<file path="config.mk">
export PLATFORM = sky130hd
export DESIGN_NAME = pdh_ctrl
export DESIGN_NICKNAME = d
export VERILOG_FILES = /design/src/design/pdh_pkg.sv /design/src/design/pdh_ctrl.sv
export SDC_FILE = /design/constraint.sdc
export NUM_CORES = 1
export LEC_CHECK = 0
export BUFFER_PORTS_ARGS = -buffer_cell sky130_fd_sc_hd__clkbuf_2
export CELL_PAD_IN_SITES_DETAIL_PLACEMENT = 1
export CELL_PAD_IN_SITES_GLOBAL_PLACEMENT = 2
export CORE_ASPECT_RATIO = 0.6
export CORE_MARGIN = 3
export CORE_UTILIZATION = 32
export CTS_CLUSTER_DIAMETER = 80
export DETAILED_ROUTE_END_ITERATION = 10
export PLACE_DENSITY = 0.87
export SYNTH_ARGS = -nofsm -noshare
export SYNTH_HDL_FRONTEND = slang
export SYNTH_SLANG_ARGS = --single-unit
</file>
<file path="constraint.sdc">
create_clock -name clk -period 3.7 [get_ports clk]
set_input_delay 0.185 -clock clk [delete_from_list [all_inputs] [get_ports clk]]
set_output_delay 0.185 -clock clk [all_outputs]
set_load 0.05 [all_outputs]
</file>
<file path="src/design/pdh_pkg.sv">
// Shared types, codes and helpers for the pair distance histogram.
`default_nettype none
package pdh_pkg;

  localparam int CompWidth = 21;
  localparam int VecWidth  = 63;
  localparam int CfgIdxW   = 3;

  typedef enum logic [2:0] {
    REG_CELL_A  = 3'd0,
    REG_CELL_B  = 3'd1,
    REG_CELL_C  = 3'd2,
    REG_RECIP_A = 3'd3,
    REG_RECIP_B = 3'd4,
    REG_RECIP_C = 3'd5,
    REG_SCALE   = 3'd6,
    REG_CUTOFF  = 3'd7
  } reg_idx_t;

  typedef enum logic [4:0] {
    ST_CLEAR,
    ST_IDLE,
    ST_DECODE,
    ST_PMUL,
    ST_PACC,
    ST_PFOLD,
    ST_BMUL,
    ST_BACC,
    ST_BCHK,
    ST_SMUL,
    ST_SACC,
    ST_CMP,
    ST_SQRT,
    ST_BINM,
    ST_BINC,
    ST_RD,
    ST_WR,
    ST_DONE
  } state_t;

  typedef enum logic [3:0] {
    OP_NONE,
    OP_CLEAR,
    OP_LOAD,
    OP_PMUL,
    OP_PACC,
    OP_PFOLD,
    OP_BMUL,
    OP_BCHK,
    OP_SMUL,
    OP_SACC,
    OP_CMP,
    OP_SQRT,
    OP_BINM,
    OP_BINC,
    OP_RD,
    OP_WR
  } op_t;

  typedef struct packed {
    op_t        op;
    logic [1:0] row;
    logic [1:0] comp;
    logic       done;
  } cmd_t;

  typedef struct packed {
    logic clear_last;
    logic is_read;
    logic type_ok;
    logic rbin_ok;
    logic huge;
    logic over_cut;
    logic beyond;
    logic sq_last;
    logic out_busy;
  } stat_t;

  function automatic logic signed [CompWidth-1:0] comp_of(input logic [VecWidth-1:0] v,
                                                         input logic [1:0] k);
    logic signed [CompWidth-1:0] c;
    case (k)
      2'd0: c = v[0 +: CompWidth];
      2'd1: c = v[CompWidth +: CompWidth];
      2'd2: c = v[2*CompWidth +: CompWidth];
      default: c = '0;
    endcase
    return c;
  endfunction

endpackage
`default_nettype wire

</file>
<file path="src/design/pdh_ctrl.sv">
// Controller state machine that sequences the shared datapath for each item.
`default_nettype none
module pdh_ctrl (
  input  wire logic          clk,
  input  wire logic          rst_n,
  input  wire logic          in_valid,
  output logic               in_stall,
  input  wire pdh_pkg::stat_t st,
  output pdh_pkg::cmd_t      cmd
);
  import pdh_pkg::*;

  state_t     state_r, state_nxt;
  logic [1:0] row_r, row_nxt;
  logic [1:0] comp_r, comp_nxt;

  always_ff @(posedge clk) begin
    if (!rst_n) begin
      state_r <= ST_CLEAR;
      row_r   <= '0;
      comp_r  <= '0;
    end else begin
      state_r <= state_nxt;
      row_r   <= row_nxt;
      comp_r  <= comp_nxt;
    end
  end

  always_comb begin
    state_nxt = state_r;
    row_nxt   = row_r;
    comp_nxt  = comp_r;
    case (state_r)
      ST_CLEAR:  if (st.clear_last) state_nxt = ST_IDLE;
      ST_IDLE:   if (in_valid) state_nxt = ST_DECODE;
      ST_DECODE: begin
        row_nxt  = '0;
        comp_nxt = '0;
        if (!st.type_ok) begin
          state_nxt = ST_DONE;
        end else if (st.is_read) begin
          state_nxt = st.rbin_ok ? ST_RD : ST_DONE;
        end else begin
          state_nxt = ST_PMUL;
        end
      end
      ST_PMUL:   state_nxt = ST_PACC;
      ST_PACC: begin
        if (comp_r == 2'd2) begin
          comp_nxt  = '0;
          state_nxt = ST_PFOLD;
        end else begin
          comp_nxt  = comp_r + 2'd1;
          state_nxt = ST_PMUL;
        end
      end
      ST_PFOLD: begin
        if (row_r == 2'd2) begin
          row_nxt   = '0;
          state_nxt = ST_BMUL;
        end else begin
          row_nxt   = row_r + 2'd1;
          state_nxt = ST_PMUL;
        end
      end
      ST_BMUL:   state_nxt = ST_BACC;
      ST_BACC: begin
        if (comp_r == 2'd2) begin
          comp_nxt  = '0;
          state_nxt = ST_BCHK;
        end else begin
          comp_nxt  = comp_r + 2'd1;
          state_nxt = ST_BMUL;
        end
      end
      ST_BCHK:   state_nxt = ST_SMUL;
      ST_SMUL:   state_nxt = ST_SACC;
      ST_SACC: begin
        if (row_r == 2'd2) begin
          row_nxt   = '0;
          state_nxt = ST_CMP;
        end else begin
          row_nxt   = row_r + 2'd1;
          state_nxt = ST_BMUL;
        end
      end
      ST_CMP:    state_nxt = (st.huge || st.over_cut) ? ST_DONE : ST_SQRT;
      ST_SQRT:   if (st.sq_last) state_nxt = ST_BINM;
      ST_BINM:   state_nxt = ST_BINC;
      ST_BINC:   state_nxt = st.beyond ? ST_DONE : ST_RD;
      ST_RD:     state_nxt = ST_WR;
      ST_WR:     state_nxt = ST_DONE;
      ST_DONE:   if (!st.out_busy) state_nxt = ST_IDLE;
      default:   state_nxt = ST_CLEAR;
    endcase
  end

  always_comb begin
    in_stall = (state_r != ST_IDLE);
    cmd.row  = row_r;
    cmd.comp = comp_r;
    cmd.done = (state_r == ST_DONE) && !st.out_busy;
    case (state_r)
      ST_CLEAR: cmd.op = OP_CLEAR;
      ST_IDLE:  cmd.op = in_valid ? OP_LOAD : OP_NONE;
      ST_PMUL:  cmd.op = OP_PMUL;
      ST_PACC:  cmd.op = OP_PACC;
      ST_PFOLD: cmd.op = OP_PFOLD;
      ST_BMUL:  cmd.op = OP_BMUL;
      ST_BACC:  cmd.op = OP_PACC;
      ST_BCHK:  cmd.op = OP_BCHK;
      ST_SMUL:  cmd.op = OP_SMUL;
      ST_SACC:  cmd.op = OP_SACC;
      ST_CMP:   cmd.op = OP_CMP;
      ST_SQRT:  cmd.op = OP_SQRT;
      ST_BINM:  cmd.op = OP_BINM;
      ST_BINC:  cmd.op = OP_BINC;
      ST_RD:    cmd.op = OP_RD;
      ST_WR:    cmd.op = OP_WR;
      default:  cmd.op = OP_NONE;
    endcase
  end

  a_one_item: assert property (@(posedge clk) disable iff (!rst_n)
    (in_valid && !in_stall) |=> in_stall)
    else $error("second item accepted while one is in flight");

  a_clear_once: assert property (@(posedge clk) disable iff (!rst_n)
    (state_r != ST_CLEAR) |=> (state_r != ST_CLEAR))
    else $error("clearing pass restarted outside reset");

  a_write_after_read: assert property (@(posedge clk) disable iff (!rst_n)
    (state_r == ST_WR) |-> ($past(state_r) == ST_RD))
    else $error("histogram write without a preceding read");

endmodule
`default_nettype wire

</file>
* Word-level counts from Yosys, hierarchy flattened
Cells that the tools add are included.
Storage, ports and cells: register bits 9, bits of input ports 12
Cells by class: add/subtract/negate cells 2, equal/unequal tests 24, mux-type cells 20, reduce and logical (&&, ||, !) cells 9
Operator list (count):
- 5-bit case mux with 18 select lines | 1
- 4-bit case mux with 15 select lines | 1
- 5-bit two-way mux | 9
- 5-bit by 4-bit equality test with 1-bit output, second input constant | 8
- 5-bit by 3-bit equality test with 1-bit output, second input constant | 4
- 5-bit by 2-bit equality test with 1-bit output, second input constant | 2
- 5-bit equality test, second input constant | 2
- 4-bit two-way mux | 2
- 2-bit != test, second input constant | 4
- 2-bit case mux with 2 select lines | 2
- 2-bit two-way mux | 3
- 3-bit two-way mux | 2
- 5-bit by 1-bit equality test with 1-bit output, second input constant | 1
- 5-bit zero test | 1
- 5-bit by 1-bit != test with 1-bit output, second input constant | 1
- 2-bit by 1-bit adder with 2-bit output, second input constant | 2
- 2-bit equality test, second input constant | 2
- 4-bit AND reduction | 1
- 2-bit nonzero test | 2
- 2-bit OR reduction | 2
- 1-bit logical AND | 1
- 1-bit zero test | 1
- 1-bit logical OR | 1

* Logic depth before layout (Yosys ltp)
Gate-level depths: netlist of the first run.
depth after elaboration 4, mapped depth 7, depth with buffers taken out 5

* Worst setup path after synthesis of the first run
Ideal clock, no wire load.
kind register to output, start reg state_r[1], end out cmd[0] in the netlist's numbering, arrival time 2.026 ns, required time 3.515 ns, slack 1.489 ns, cell stages (with the launch flop) 6, path through dfxtp_1 > buf_6 > buf_4 > nor3_2 > nand2_1 > nor3b_1
RTL lines:
- start: declaration | RTL line pdh_ctrl.sv:13 | state_t state_r, state_nxt;
- start signal: assignment | RTL line pdh_ctrl.sv:23 | state_r <= state_nxt;
- end: declaration | RTL line pdh_ctrl.sv:9 | output pdh_pkg::cmd_t cmd

==> results.tsv, run 1 <==
stage	metric	value	unit
layout	final_core_util	40.3	%
min_path	hold_class	in2reg	
layout	fin_nets	150	
synth	synth-main-ff-cell	dfxtp_1	
die	ios	22	
synth	synth-seq-cells	9	
clock_network	clk_latency	240	ps
layout	drive_gt1_share	26.3	%
timing	rsz0062_at_grt	false	
route	vias	1003	
clock_network	clock_path_buffers	2	
clock_network	clock-sinks	9	
clock_network	cts_tree	built	
die	fp.dieH	48	um
route	wl_per_cell	16.0	um
clock_network	cts_resized	0	
route	routed_via_density	5.67	
setup_path	cp_top_family	flip-flops	
setup_path	critPathMaxStageDelay	960	ps
layout	syn2layout_area_growth	13.3	%
placement	dp.cells	173	
setup_path	start_kind	register	
synth	yosysTopAreaCellShare	19.1	%
setup_path	cp.buffers_inverters	1	
route	drt.antenna.violating_nets	0	
power_and_ir_drop	p_clk_share	21.5	%
global_routing	antenna_found_initial	0	
synth	ys_seq_area_share	19.1	%
global_routing	grt_pass1_vias	913	
setup_path	critPathRequiredTime	3510	ps
die	die_area	0.00365	mm^2
status	outcome	complete, no violations	
synth	synth_area_leaders	dfxtp_1 19%, nor2_1 5.2%, buf_4 4.0%	
clock_network	cts_hold_buf	0	
timing	final_hold_viol_count	0	
route	drc_errors	0	
setup_path	arrival	2130	ps
placement	place.gp.congestion	0.776	
global_routing	grt-ovfl-total	0	
setup_path	end_kind	output port	
synth	syn_area_per_cell	7.71	um^2
power_and_ir_drop	power_switching	0.275	mW
die	floorplan.initialDensity	35.6	%
synth	ys_types	44	
power_and_ir_drop	powerDensity	522	mW/mm^2
layout	final_common_cell	clkbuf_2	
clock_network	clockRootBuffer	clkbuf_8	
clock_network	cts_buffers	3	
timing	worst_slew_pin_slew	979	ps
synth	synth_warnings	0	
synth	synth_cells	122	
timing	relSlewSlack	34.6	%
placement	hpwl	2130	um
setup_path	cpMostUsedCell	nand2_1	
power_and_ir_drop	p_leak	0.388	nW
setup_path	cp_cell_sequence	nor2_1 > nand2_1 > nand2_1 > o22ai_1 > clkbuf_2	
timing	tns	0	ps
timing	timing.fmax	0.432	GHz
layout	stdcell_count	177	
synth	yosysTopAreaCell	dfxtp_1	
die	coreArea	0.00265	mm^2
timing	period_needed	2310	ps
die	core.rowCount	14	
placement	io_buffer_count	21	
timing	clock_skew	2.09	ps
global_routing	grt_max_degree	28	
power_and_ir_drop	pwr-share-seq	30.7	%
layout	antennaDiodeCount	0	
clock_network	cts_setup_buffers	0	
placement	post_dp_cell_area	0.00102	mm^2
die	die_w	76.0	um
power_and_ir_drop	swShare	49.4	%
timing	fin_crit_sh	62.6	%
timing	finalSetupViolations	0	
route	firstDrtPassIters	4	
global_routing	grt_first_pass_wirelength	4600	um
synth	synth_enable_flop_cells	0	
setup_path	path_class	reg2out	
synth	synth_nets	134	
clock_network	path_clk_slew	50	ps
power_and_ir_drop	pwr-share-comb	47.8	%
power_and_ir_drop	internal_power	0.281	mW
global_routing	track_usage	16.1	%
synth	async_reset_ff_share	0	%
setup_path	cp_max_fo	27	
clock_network	htree_levels	1	
timing	drv_slew	0	
synth	syn_area	941	um^2
layout	final_area	0.00107	mm^2
layout	final_cell_mix	21 x clkbuf_2, 13 x nor2_1, 9 x nand2_1, 9 x dfxtp_1	
route	drt_iter0_markers	73	
route	routed_wl	2840	um
setup_path	worst_path_max_delay_cell	dfxtp_1	
flow_run	maxCapViolCount	0	
power_and_ir_drop	ir_drop	281	uV
-- power by group through the flow --
stage / combinational (mW) / clock (mW) / sequential, mW
after floorplan: 0.274 / 0 / 0.117
after global placement: 0.262 / 0 / 0.171
after detailed placement: 0.266 / 0 / 0.172
after CTS: 0.268 / 0.122 / 0.170
after global routing: 0.292 / 0.128 / 0.178
final: 0.266 / 0.119 / 0.171
-- layout make-up --
type                            count  area (um^2)
Sequential cell                     9          180
Inverter                            5         18.8
Timing Repair Buffer               21          105
Clock buffer                        4         45.0
Tap cell                           40         50.0
Fill cell                         348         1580
Multi-Input combinational cell     98          667
-- state kept, by name, summed over array words and instances, names as in the netlist --
register and cells:
state_r 5, comp_r 2, row_r 2
-- per-layer routing --
layer	up-vias	GRT usage [%]	share of wire (%)
li1	479	-	-
met1	491	22.1	47
met2	27	25.7	45
met3	6	4.70	6.6
met4	0	3.61	1.2
met5	-	0	0
-- cell families (layout without fill, tap and decap cells) --
family	after synthesis	after routing	synth area share, %
flip-flops	9	9	19.1
adder cells (fa/ha/maj)	1	1	1.20
AO/OA/AOI/OAI	36	36	27.1
buffers and inverters	15	30	9.97
XOR/XNOR	3	3	2.79
multiplexers	5	5	6.38
AND/OR/NAND/NOR	53	53	33.4
-- cell usage after synthesis, drive strengths merged, types with 4 or more instances --
cell type and n:
nor2 13, buf 10, dfxtp 9, nand2 9, nand2b 6, nor2b 6
inv 5, o21a 5, o21ai 5, a21oi 4, a31oi 4, nor3 4
nor4 4
-- stage by stage --
stage	worst slack (ps)	hold WS (ps)	power, mW
6_report	1390	293	0.557
5_1_grt	1190	301	0.598
4_1_cts	1390	280	0.560
3_5_place_dp	1640	531	0.439
3_3_place_gp	1670	534	0.433
2_1_floorplan	1490	302	0.392
-- worst reg2reg max path, cell delays in order (launching register included) --
cell	delay, ps
dfxtp_1	960
mux2_4	320
nor4_2	40
o41ai_2	410
o21a_1	190
-- path summary, 6_finish.rpt --
check                  start          to  slack (ps)  cells after the start
setup / recovery  state_r[0]      cmd[8]        1390                      5
hold / removal         rst_n  state_r[3]         290                      2
setup reg to reg  state_r[0]  state_r[1]        1730                      4
hold reg to reg     row_r[1]    row_r[1]         560                      2
(Power assumes the default switching activity.)
==> inputs of run 2 (changes only) <==
--- a/config.mk
+++ b/config.mk
@@ -10,10 +10,10 @@
 export CELL_PAD_IN_SITES_GLOBAL_PLACEMENT = 2
 export CORE_ASPECT_RATIO = 0.6
 export CORE_MARGIN = 3
-export CORE_UTILIZATION = 32
+export CORE_UTILIZATION = 27
 export CTS_CLUSTER_DIAMETER = 80
 export DETAILED_ROUTE_END_ITERATION = 10
-export PLACE_DENSITY = 0.87
+export PLACE_DENSITY = 0.79
 export SYNTH_ARGS = -nofsm -noshare
 export SYNTH_HDL_FRONTEND = slang
 export SYNTH_SLANG_ARGS = --single-unit
==> constraint.sdc (replaced) <==
create_clock -name clk -period 2.1 [get_ports clk]
set_input_delay 0.105 -clock clk [delete_from_list [all_inputs] [get_ports clk]]
set_output_delay 0.105 -clock clk [all_outputs]
set_load 0.05 [all_outputs]
==> run 2 against run 1 <==
Compared with the run above:
- sequential cell count unchanged
- critical path depth unchanged
- cell area grew 6.3%
- non-clock buffer count increased by 8
- clock power grew 78%
- final cell count up 5.6%
==> results.tsv, run 2 (synthesis results as in run 1) <==
stage	metric	value	unit
status	outcome	complete, no violations	
timing	worst_slew_pin_slew	596	ps
timing	relSlewSlack	60.2	%
clock_network	cts_setup_buffers	0	
route	drt.antenna.violating_nets	0	
timing	tns	0	ps
layout	final_common_cell	clkbuf_2	
route	routed_via_density	5.25	
power_and_ir_drop	powerDensity	905	mW/mm^2
route	wl_per_cell	16.2	um
die	die_w	82.2	um
layout	top_regs	state_r: 5 flops, comp_r: 2 flops, row_r: 2 flops	
power_and_ir_drop	power_switching	0.499	mW
setup_path	start_kind	register	
clock_network	clk_latency	240	ps
setup_path	end_kind	output port	
global_routing	antenna_found_initial	0	
clock_network	cts_hold_buf	0	
route	vias	982	
flow_run	maxCapViolCount	0	
layout	final_cell_mix	21 x clkbuf_2, 13 x nor2_1, 9 x nand2_1, 9 x dfxtp_1, 8 x buf_4	
clock_network	cts_resized	0	
clock_network	htree_levels	1	
layout	largest_reg_flops	5	
placement	pre_cts_ws	395	ps
setup_path	path_class	reg2out	
min_path	hold_class	in2reg	
layout	syn2layout_area_growth	20.5	%
route	firstDrtPassIters	4	
setup_path	arrival	1870	ps
die	die_area	0.00425	mm^2
die	coreArea	0.00310	mm^2
global_routing	use_met2	20.5	%
die	ios	22	
timing	worst_slack	125	ps
global_routing	grt_pass1_vias	942	
route	drc_errors	0	
setup_path	cp_max_fo	14	
layout	fin_nets	158	
timing	final_hold_viol_count	0	
timing	drv_slew	0	
clock_network	clock_path_buffers	2	
timing	clock_skew	2.72	ps
global_routing	grt.busiest_layer	met1	
placement	place.gp.congestion	0.778	
die	fp.dieH	51.7	um
timing	rsz0062_at_grt	false	
layout	regMostFlops	state_r	
route	routed_wl	3030	um
setup_path	critPathRequiredTime	2000	ps
timing	period_needed	1970	ps
setup_path	ff2ff_path_depth	5	
clock_network	cts_buffers	3	
global_routing	grt_first_pass_wirelength	4940	um
clock_network	path_clk_slew	50	ps
power_and_ir_drop	internal_power	0.527	mW
placement	hpwl	2410	um
clock_network	clockRootBuffer	clkbuf_8	
layout	antennaDiodeCount	0	
power_and_ir_drop	swShare	48.7	%
power_and_ir_drop	p_clk_share	20.6	%
timing	fin_crit_sh	94.0	%
global_routing	grt-ovfl-total	0	
timing	timing.fmax	0.506	GHz
global_routing	grt_max_degree	17	
die	core.rowCount	15	
power_and_ir_drop	p_leak	0.431	nW
route	drt_iter0_markers	50	
global_routing	grtUsageMet1	24.9	%
global_routing	track_usage	15.6	%
power_and_ir_drop	ir_drop	445	uV
timing	finalSetupViolations	0	
min_path	min_delay_path_depth	2	
global_routing	use_met3	4.33	%
power_and_ir_drop	pwr-share-comb	54.0	%
clock_network	cts_tree	built	
layout	drive_gt1_share	31.0	%
placement	io_buffer_count	21	
die	floorplan.initialDensity	30.4	%
power_and_ir_drop	pwr-share-seq	25.4	%
clock_network	clock-sinks	9	
## run 2: worst paths after layout
kind              start         end  slack (ps)
max          state_r[1]      cmd[0]         130
min               rst_n  state_r[2]         200
max reg2reg  state_r[1]   comp_r[1]         380
min reg2reg   comp_r[1]   comp_r[1]         590
## run 2: stage by stage
| step | total power [mW] | instances | hold WS [ps] | util (%) | cell area (um^2) |
|---|---|---|---|---|---|
| floorplan | 0.692 | 122 | 222 | - | 946 |
| global placement | 0.805 | 183 | 459 | 35.2 | 1090 |
| detailed placement | 0.815 | 183 | 452 | 35.2 | 1090 |
| CTS | 1.03 | 187 | 198 | 36.6 | 1130 |
| global route | 1.10 | 187 | 199 | 36.6 | 1130 |
| finish | 1.03 | 187 | 201 | 36.6 | 1130 |
## run 2: layer usage
layer  share of wire (%)  routed length [um]
met3                 3.1                  94
met4                0.26                   8
met2                  40                1230
met5                   0                   0
met1                  56                1700
## run 2: critical path: stages, from the launching register on
cell and delay (ps):
dfxtp_1 490, buf_4 250, nor3_2 270, nand2_1 130
nor3b_2 190, clkbuf_2 300
## run 2: area by class of cell
type / count / area [um^2]
multi-input cells: 98 / 672
well taps: 42 / 52.6
clock buffers: 4 / 45.0
fillers: 401 / 1960
flip-flops and latches: 9 / 180
inverters: 5 / 18.8
repair buffers: 29 / 165
## run 2: power by group through the flow
stage	Clock, mW	Combinational, mW	Sequential (mW)
2_1_floorplan	0	0.485	0.207
3_3_place_gp	0	0.545	0.260
3_5_place_dp	0	0.552	0.263
4_1_cts	0.218	0.555	0.260
5_1_grt	0.233	0.599	0.268
6_report	0.212	0.554	0.261
